File: config.mk
export PLATFORM = sky130hd
export DESIGN_NAME = integer_to_ascii_formatter_core
export DESIGN_NICKNAME = d
export VERILOG_FILES = /design/src/itoa_pkg.sv /design/src/itoa_front.sv /design/src/itoa_back.sv /design/src/integer_to_ascii_formatter_core.sv
export SDC_FILE = /design/constraint.sdc
export NUM_CORES = 1
export LEC_CHECK = 0
export BUFFER_PORTS_ARGS = -buffer_cell sky130_fd_sc_hd__buf_2
export CORE_ASPECT_RATIO = 0.75
export CORE_MARGIN = 5
export CORE_UTILIZATION = 58
export CTS_BUF_LIST = sky130_fd_sc_hd__clkbuf_4
export DETAILED_ROUTE_END_ITERATION = 10
export PLACE_DENSITY = 0.78
export SYNTH_ARGS = -nofsm -noshare
export SYNTH_HDL_FRONTEND = slang
export SYNTH_SLANG_ARGS = --single-unit
File: constraint.sdc
create_clock -name clock -period 21.5 [get_ports clock]
set_input_delay 6.45 -clock clock [delete_from_list [all_inputs] [get_ports clock]]
set_output_delay 6.45 -clock clock [all_outputs]
set_load 0.01 [all_outputs]
File: src/itoa_pkg.sv
package itoa_pkg;

   localparam int MaxCharsDefault = 64;

   localparam logic [6:0] FL_LEFT  = 7'h01;
   localparam logic [6:0] FL_PLUS  = 7'h02;
   localparam logic [6:0] FL_SPACE = 7'h04;
   localparam logic [6:0] FL_PREF  = 7'h08;
   localparam logic [6:0] FL_ZERO  = 7'h10;
   localparam logic [6:0] FL_LOWER = 7'h20;
   localparam logic [6:0] FL_SIGN  = 7'h40;

   localparam logic [7:0] CH_SPACE = 8'h20;
   localparam logic [7:0] CH_MINUS = 8'h2d;
   localparam logic [7:0] CH_PLUS  = 8'h2b;
   localparam logic [7:0] CH_ZERO  = 8'h30;
   localparam logic [7:0] CH_XLOW  = 8'h78;
   localparam logic [7:0] CH_XUP   = 8'h58;

   localparam logic [1:0] SIGN_NONE  = 2'd0;
   localparam logic [1:0] SIGN_MINUS = 2'd1;
   localparam logic [1:0] SIGN_PLUS  = 2'd2;
   localparam logic [1:0] SIGN_SPACE = 2'd3;

   typedef struct packed {
      logic signed [63:0] value;
      logic [4:0]         radix;
      logic signed [7:0]  field_width;
      logic signed [7:0]  min_digits;
      logic [6:0]         format_flags;
   } req_type;

   typedef struct packed {
      logic [7:0] out_char;
      logic       last_char;
      logic       truncated;
   } rsp_type;

   // classified job handed from front to back
   typedef struct packed {
      logic [63:0] mag;
      logic [4:0]  radix;
      logic [7:0]  lead_sp;
      logic [1:0]  sign_sel;   // none, minus, plus or space
      logic [1:0]  plen;
      logic [7:0]  zero_pad;   // width zeros only, before digits; back adds precision zeros
      logic [7:0]  prec;       // precision as unsigned, 0 if none
      logic [7:0]  trail_sp;
      logic        lower;
   } job_type;

   function automatic logic [7:0] digit_char(input logic [3:0] d, input logic lower);
      logic [7:0] c;
      if (d < 4'd10) c = 8'h30 + {4'd0, d};
      else if (lower) c = 8'h57 + {4'd0, d};
      else c = 8'h37 + {4'd0, d};
      return c;
   endfunction

endpackage

File: src/itoa_front.sv
module itoa_front (
   input  logic              clock,
   input  logic              reset,
   input  logic              start,
   output logic              busy,
   input  itoa_pkg::req_type req_data,
   output logic              job_valid,
   output itoa_pkg::job_type job_data,
   input  logic              job_ready
);
   import itoa_pkg::*;

   logic    full_ff, full_in;
   job_type job_ff, job_in;
   logic [6:0] fl;
   logic    neg;
   logic    sgn;
   logic [1:0] plen;
   logic signed [9:0] w, p, fixed, pad;
   logic zp, left, ok;

   assign busy = full_ff;
   assign job_valid = full_ff;
   assign job_data = job_ff;
   assign ok = (req_data.radix >= 5'd2) && (req_data.radix <= 5'd16);

   always_comb begin
      fl = req_data.format_flags;
      left = fl[0];
      zp = fl[4] & ~left;
      neg = fl[6] & req_data.value[63];
      job_in = job_ff;
      job_in.mag = neg ? 64'd0 - req_data.value : req_data.value;
      job_in.radix = req_data.radix;
      job_in.lower = fl[5];
      if (!fl[6]) job_in.sign_sel = SIGN_NONE;
      else if (neg) job_in.sign_sel = SIGN_MINUS;
      else if (fl[1]) job_in.sign_sel = SIGN_PLUS;
      else if (fl[2]) job_in.sign_sel = SIGN_SPACE;
      else job_in.sign_sel = SIGN_NONE;
      sgn = job_in.sign_sel != SIGN_NONE;
      plen = 2'd0;
      if (fl[3]) begin
         if (req_data.radix == 5'd16) plen = 2'd2;
         else if (req_data.radix == 5'd8) plen = 2'd1;
      end
      job_in.plen = plen;
      w = {{2{req_data.field_width[7]}}, req_data.field_width};
      p = req_data.min_digits[7] ? 10'sd0 : {2'b0, req_data.min_digits};
      job_in.prec = p[7:0];
      // digit count is not known yet: the back part subtracts it
      fixed = {9'd0, sgn} + {8'd0, plen};
      pad = w - fixed;
      job_in.lead_sp = (!zp && !left && pad > 0) ? pad[7:0] : 8'd0;
      job_in.zero_pad = (zp && pad > 0) ? pad[7:0] : 8'd0;
      job_in.trail_sp = (left && pad > 0) ? pad[7:0] : 8'd0;
   end

   always_comb begin
      full_in = full_ff;
      if (full_ff && job_ready) full_in = 1'b0;
      if (start && !full_ff && ok) full_in = 1'b1;
   end

   always_ff @(posedge clock) begin
      if (reset) full_ff <= 1'b0;
      else full_ff <= full_in;
      if (start && !full_ff) job_ff <= job_in;
   end
endmodule

File: src/itoa_back.sv
module itoa_back #(
   parameter int MAX_CHARS = itoa_pkg::MaxCharsDefault
) (
   input  logic              clock,
   input  logic              reset,
   input  logic              job_valid,
   input  itoa_pkg::job_type job_data,
   output logic              job_ready,
   output logic              rsp_valid,
   output itoa_pkg::rsp_type rsp_data
);
   import itoa_pkg::*;

   localparam logic [2:0] S_IDLE = 3'd0, S_DIV = 3'd1, S_PLAN = 3'd2, S_EMIT = 3'd3;

   logic [2:0] state_ff, state_in;
   job_type job_ff;
   logic [63:0] quo_ff;
   logic [3:0] rem_ff;
   logic [5:0] bit_ff;
   logic [63:0][3:0] dsh_ff;
   logic [6:0] nd_ff;
   logic [8:0] idx_ff, lsp_ff, pre_ff, zer_ff, dig_ff, tsp_ff;
   logic [8:0] tot;
   logic [4:0] part;
   logic [4:0] trial;
   logic qbit;
   logic [8:0] body;
   logic signed [10:0] adj;
   logic [8:0] pos;
   logic [7:0] ch;
   logic is_dig;
   logic [8:0] cap;

   assign job_ready = state_ff == S_IDLE;
   assign trial = {rem_ff, quo_ff[bit_ff]};
   assign qbit = trial >= job_ff.radix;
   assign cap = 9'(MAX_CHARS);
   assign tot = lsp_ff + pre_ff + zer_ff + dig_ff + tsp_ff;

   always_comb begin
      state_in = state_ff;
      unique case (state_ff)
         S_IDLE: if (job_valid) state_in = S_DIV;
         S_DIV: if (bit_ff == 6'd0 && ((quo_ff[63:1] == 63'd0 && !qbit) || nd_ff == 7'd63))
            state_in = S_PLAN;
         S_PLAN: state_in = S_EMIT;
         S_EMIT: if (idx_ff + 9'd1 == tot || idx_ff + 9'd1 == cap) state_in = S_IDLE;
         default: state_in = S_IDLE;
      endcase
   end

   always_comb begin
      part = qbit ? trial - job_ff.radix : trial;
      body = (job_ff.prec > {1'b0, nd_ff}) ? {1'b0, job_ff.prec} : {2'b0, nd_ff};
      adj = $signed({3'b0, job_ff.zero_pad}) - $signed({2'b0, body});
      pos = idx_ff;
      ch = CH_SPACE;
      is_dig = 1'b0;
      if (pos < lsp_ff) ch = CH_SPACE;
      else if (pos < lsp_ff + pre_ff) begin
         pos = pos - lsp_ff;
         if (job_ff.sign_sel != SIGN_NONE && pos == 9'd0)
            ch = job_ff.sign_sel == SIGN_MINUS ? CH_MINUS :
                 job_ff.sign_sel == SIGN_PLUS ? CH_PLUS : CH_SPACE;
         else if (pos == pre_ff - 9'd1 && job_ff.plen == 2'd2)
            ch = job_ff.lower ? CH_XLOW : CH_XUP;
         else ch = CH_ZERO;
      end else if (pos < lsp_ff + pre_ff + zer_ff) ch = CH_ZERO;
      else if (pos < lsp_ff + pre_ff + zer_ff + dig_ff) begin
         ch = digit_char(dsh_ff[0], job_ff.lower);
         is_dig = 1'b1;
      end else ch = CH_SPACE;
   end

   always_ff @(posedge clock) begin
      if (reset) begin
         state_ff <= S_IDLE;
         rsp_valid <= 1'b0;
      end else begin
         state_ff <= state_in;
         rsp_valid <= state_ff == S_EMIT;
      end
      unique case (state_ff)
         S_IDLE: begin
            job_ff <= job_data;
            quo_ff <= job_data.mag;
            rem_ff <= 4'd0;
            bit_ff <= 6'd63;
            nd_ff <= 7'd0;
            idx_ff <= 9'd0;
         end
         S_DIV: begin
            // restoring division, one quotient bit a cycle
            quo_ff[bit_ff] <= qbit;
            if (bit_ff == 6'd0) begin
               dsh_ff <= {dsh_ff[62:0], part[3:0]};
               nd_ff <= nd_ff + 7'd1;
               bit_ff <= 6'd63;
               rem_ff <= 4'd0;
            end else begin
               rem_ff <= part[3:0];
               bit_ff <= bit_ff - 6'd1;
            end
         end
         S_PLAN: begin
            pre_ff <= {7'd0, job_ff.sign_sel != SIGN_NONE} + {7'd0, job_ff.plen};
            dig_ff <= {2'b0, nd_ff};
            zer_ff <= body - {2'b0, nd_ff} + (adj > 0 ? adj[8:0] : 9'd0);
            lsp_ff <= ($signed({3'b0, job_ff.lead_sp}) - $signed({2'b0, body})) > 0 ?
                      {1'b0, job_ff.lead_sp} - body : 9'd0;
            tsp_ff <= ($signed({3'b0, job_ff.trail_sp}) - $signed({2'b0, body})) > 0 ?
                      {1'b0, job_ff.trail_sp} - body : 9'd0;
         end
         S_EMIT: begin
            rsp_data.out_char <= ch;
            rsp_data.last_char <= state_in == S_IDLE;
            rsp_data.truncated <= state_in == S_IDLE && tot > cap;
            idx_ff <= idx_ff + 9'd1;
            if (is_dig) dsh_ff <= {4'd0, dsh_ff[63:1]};
         end
         default: ;
      endcase
   end
endmodule

File: src/integer_to_ascii_formatter_core.sv
// Formats one 64-bit integer as printf does and sends its characters out one per cycle,
// last_char marking the final one. busy is high from start until the last character
// is on the result ports; the receiver cannot stall. Digits come from a bit-serial
// divider, and at most MAX_CHARS characters are sent.
module integer_to_ascii_formatter_core #(
   parameter int MAX_CHARS = itoa_pkg::MaxCharsDefault
) (
   input  logic              clock,
   input  logic              reset,
   input  logic              start,
   output logic              busy,
   input  itoa_pkg::req_type req_data,
   output logic              rsp_valid,
   output itoa_pkg::rsp_type rsp_data
);
   import itoa_pkg::*;

   logic f_busy, jv, jr;
   job_type jd;

   assign busy = f_busy | ~jr;

   itoa_front u_front (.clock, .reset, .start(start & ~busy), .busy(f_busy), .req_data,
      .job_valid(jv), .job_data(jd), .job_ready(jr));

   itoa_back #(.MAX_CHARS(MAX_CHARS)) u_back (.clock, .reset, .job_valid(jv),
      .job_data(jd), .job_ready(jr), .rsp_valid, .rsp_data);
endmodule

==> impl_results.md <==
- Status: complete, no violations
- Slew at the pin with the worst max-slew slack: 1.10 ns
- Tcrit/Tclk final: 0.455
- RSZ-0062 raised after global routing: no
- Post-route minimum period: 9.79 ns
- Post-synth top area cell: edfxtp_1
- Ranking of synthesized cells by area: edfxtp_1, nand2_1, ha_1
- Initial antenna violation count: 6
- Post-synth ARST share: 0
- R2R cell count: 31
- H-tree depth: 4
- Largest net degree at the start of global routing: 191
- Slew margin rel.: 0.264
- Max-Cap Viols: 0
- Gr ovfl total: 0
- Main synth FF type: edfxtp_1
- Hold WC Path Type: flip-flop to flip-flop
- Post-synthesis mux area share: 0.0150
- Sequential area share after synthesis: 0.567
- RR Endpoint: u_back.zer_ff[8]$_DFFE_PN_
- Post-synth top cells: nand2_1, edfxtp_1, o21ai_0
- Final hold vios: 0
- CP most frequent cell: ha_1
- Share of layout cells above drive strength 1: 0.127
- Vias in the first global route: 20500
- Met1 WL: 29.1 mm
- Gp weighted congestion: 0.938
- Final Slew Violations: 0
- Post-route ant nets: 0
- # setup viols final: 0
- Critical Path Sink Type: flip-flop
- Number of vias in the routed layout: 21100
- Register-to-Register Setup Slack: 13.82 ns
- Leakage power: 0.0127 uW
- IO buf count: 105
- Bufs and invs on worst path: 2
- Post-CTS Setup Inserts: 0
- GRT Total Usage: 0.238
- Synth Area in XOR/XNOR: 0.0427
- Post-layout util: 0.645
- Top-count cell post-synth: nand2_1
- Post-DP HPWL: 45.0 mm
- Syn Area/Cell: 10.4 um^2
- Layout area overhead: 9.86%
- Via density per instance: 5.76
- CP startpoint: req_data[25]
- Share of the synthesized area in the top cell type: 0.564
- CTS tree: built
- Crit Path Max Fanout: 8
- Met3 wire len: 4.90 mm
- Power Density: 73.0 nW/um^2
- Fraction of the mapped netlist area in adder cells: 0.0638
- Met2 Wirelength: 29.1 mm
- Top Ports: 107
- Residual DRC: 0
- Cells after Synth: 2766
- Critical setup path kind: input pin to flip-flop
- Setup crit start kind: input pin
- Die ar.: 54000 um^2
- Max incr delay on CP: 0.69 ns
- Initial core utilization: 0.587
- IR drop worst, VDD: 0.0397 mV
- #FFs+latches synth: 543
- Die Y: 202 um
- Nets: 3146
- Family with the most delay on the worst path: simple AND/OR/NAND/NOR gates
- Worst clock skew: 0.0604 ns
- Total Routed Length: 65.0 mm
- Largest family of logic cells by synthesized area: simple AND/OR/NAND/NOR gates
- Root Buffer: clkbuf_4
- Num rows: 70
- CP Cell Sequence: buf_2, or4b_2, nor3b_1, ha_1, ha_1, inv_1, fa_1, a211oi_1, xnor2_1, and4_1, a311o_1, or3_1, nor2_1
- # hold bufs at CTS: 0
- Reg-to-reg startpoint: u_back.nd_ff[1]$_SDFFCE_PN0P_
- DR top layer: met5
- CP max-delay cell: or4b_2
- Worst setup endpoint: u_front.job_data[34]$_SDFFCE_PN0P_
- Worst EP required: 22.18 ns
- Fmax: 102 MHz
- Die W: 267 um
- Mapped Area: 28700 um^2
- WL per Instance: 17.8 um
- CTS buffer count: 134
- Yosys warning count: 0
- Filler cells: 3782
- Critical path arrival: 10.47 ns
- Clock Latency Late Sink: 0.86 ns
- Setup_tns: 0 ns
- First DRT Iteration DRCs: 2121
- CP Depth: 13
- Post-CTS Resized: 0
- Compound-Gate Fraction of Synth Area: 0.0872
- Sink Count: 543
- Initial DRT Pass Iterations: 5
- Number of flops mapped to enable cells by yosys: 538
- Core area: 48800 um^2
- Clk slew on worst S/H paths: 0.07 ns
- Wire length of the first global-routing pass: 105 mm
- Clock buffer depth: 3
- Library cells used by synthesis: 87
- Simple-gate share of the synthesized area: 0.193
[flip-flops by register name (all words and copies together) (netlist names), 6 cells and up]
signal / flops
u_back.zer_ff: 9
u_back.dsh_ff: 256
u_back.job_ff: 41
u_front.job_data: 105
u_back.nd_ff: 7
u_back.idx_ff: 9
u_back.dig_ff: 7
u_back.rsp_data: 9
u_back.quo_ff: 64
u_back.lsp_ff: 9
u_back.tsp_ff: 9
u_back.bit_ff: 6
[worst reg2reg max path: cells and delay by family, from the launching register on]
family | cells | cell delay [ns]
xor+xnor | 1 | 0.10
flops | 1 | 0.60
buf+inv | 2 | 0.14
fa+ha+maj | 5 | 1.78
mux | 1 | 0.41
simple gates | 6 | 1.35
compound gates | 16 | 3.05
[routing by layer]
metal	up-vias	global-route usage
met5	-	0
met2	837	0.360
met4	2	0.0856
met1	10100	0.345
li1	10000	-
met3	148	0.0502
[how the worst min path moves through the flow]
stage / from / endpoint / slack [ns] / cells after the start
final: u_front.job_data[13]$_SDFFCE_PP0P_ / u_back.job_ff[13]$_DFFE_PP_ / 0.39 / 0
after global routing: u_front.job_data[13]$_SDFFCE_PP0P_ / u_back.job_ff[13]$_DFFE_PP_ / 0.42 / 0
after CTS: u_front.job_data[13]$_SDFFCE_PP0P_ / u_back.job_ff[13]$_DFFE_PP_ / 0.41 / 0
after detailed placement: u_front.job_data[10]$_SDFFCE_PP0P_ / u_back.job_ff[10]$_DFFE_PP_ / 0.40 / 0
after global placement: u_front.job_data[25]$_DFFE_PP_ / u_back.job_ff[25]$_DFFE_PP_ / 0.40 / 0
after floorplan: u_front.job_data[0]$_DFFE_PP_ / u_back.job_ff[0]$_DFFE_PP_ / 0.40 / 0
[cells in the final DEF, fill, tap and decap left out, types with 9 or more instances in the layout]
| cell type | n |
|---|---|
| o21a_1 | 14 |
| mux2i_1 | 16 |
| buf_2 | 105 |
| nand3_1 | 36 |
| and3_1 | 12 |
| nor2_1 | 126 |
| ha_1 | 119 |
| o31ai_1 | 13 |
| inv_1 | 119 |
| buf_4 | 17 |
| nor2b_1 | 36 |
| or4_1 | 9 |
| a21boi_0 | 13 |
| clkbuf_4 | 192 |
| a21o_1 | 25 |
| edfxtp_1 | 538 |
| a21oi_1 | 82 |
| xor2_1 | 47 |
| o21ai_0 | 167 |
| nor4_1 | 24 |
| nor3_1 | 33 |
| nand2b_1 | 14 |
| nand2_1 | 893 |
| nand4_1 | 12 |
| xnor2_1 | 90 |
| and2_1 | 11 |
| nor3b_1 | 10 |
| mux4_2 | 9 |
| or3_1 | 24 |
| clkinv_1 | 24 |
| fa_1 | 17 |
[final cells by class]
type                       count  area, um^2  share of cell area
clock buffer                 192        1440              0.0458
antenna                        5        12.5            0.000398
tap                          648         811              0.0258
multi-input combinational   1993       11600               0.367
inverter                     120         455              0.0145
sequential                   543       16300               0.516
clock inverter                36         272             0.00863
timing repair buffer         123         673              0.0214
[power by group]
part | internal (uW) | total [uW] | switching, uW
Clock | 469 | 881 | 411
Combinational | 85.0 | 207 | 122
Sequential | 1190 | 1210 | 17.1
[cell families after synthesis]
kind of cell,count (synthesis)
buffers and inverters,231
AND/OR/NAND/NOR,1285
adder cells (fa/ha/maj),136
AO/OA/AOI/OAI,401
XOR/XNOR,138
flip-flops,543
other,1
multiplexers,31
[per-stage QoR]
step / hold WS [ns] / total power (uW) / instances / area, um^2 / worst slack, ns
5_1_grt: 0.419 / 2400 / 3660 / 31500 / 11.69
6_report: 0.390 / 2300 / 3660 / 31500 / 11.71
4_1_cts: 0.409 / 2320 / 3655 / 31500 / 11.83
3_3_place_gp: 0.404 / 1420 / 3427 / 29800 / 10.99
2_1_floorplan: 0.400 / 1370 / 2767 / 28700 / 6.96
3_5_place_dp: 0.405 / 1440 / 3427 / 29800 / 10.91
No activity file was read; power rests on OpenSTA's default activity.
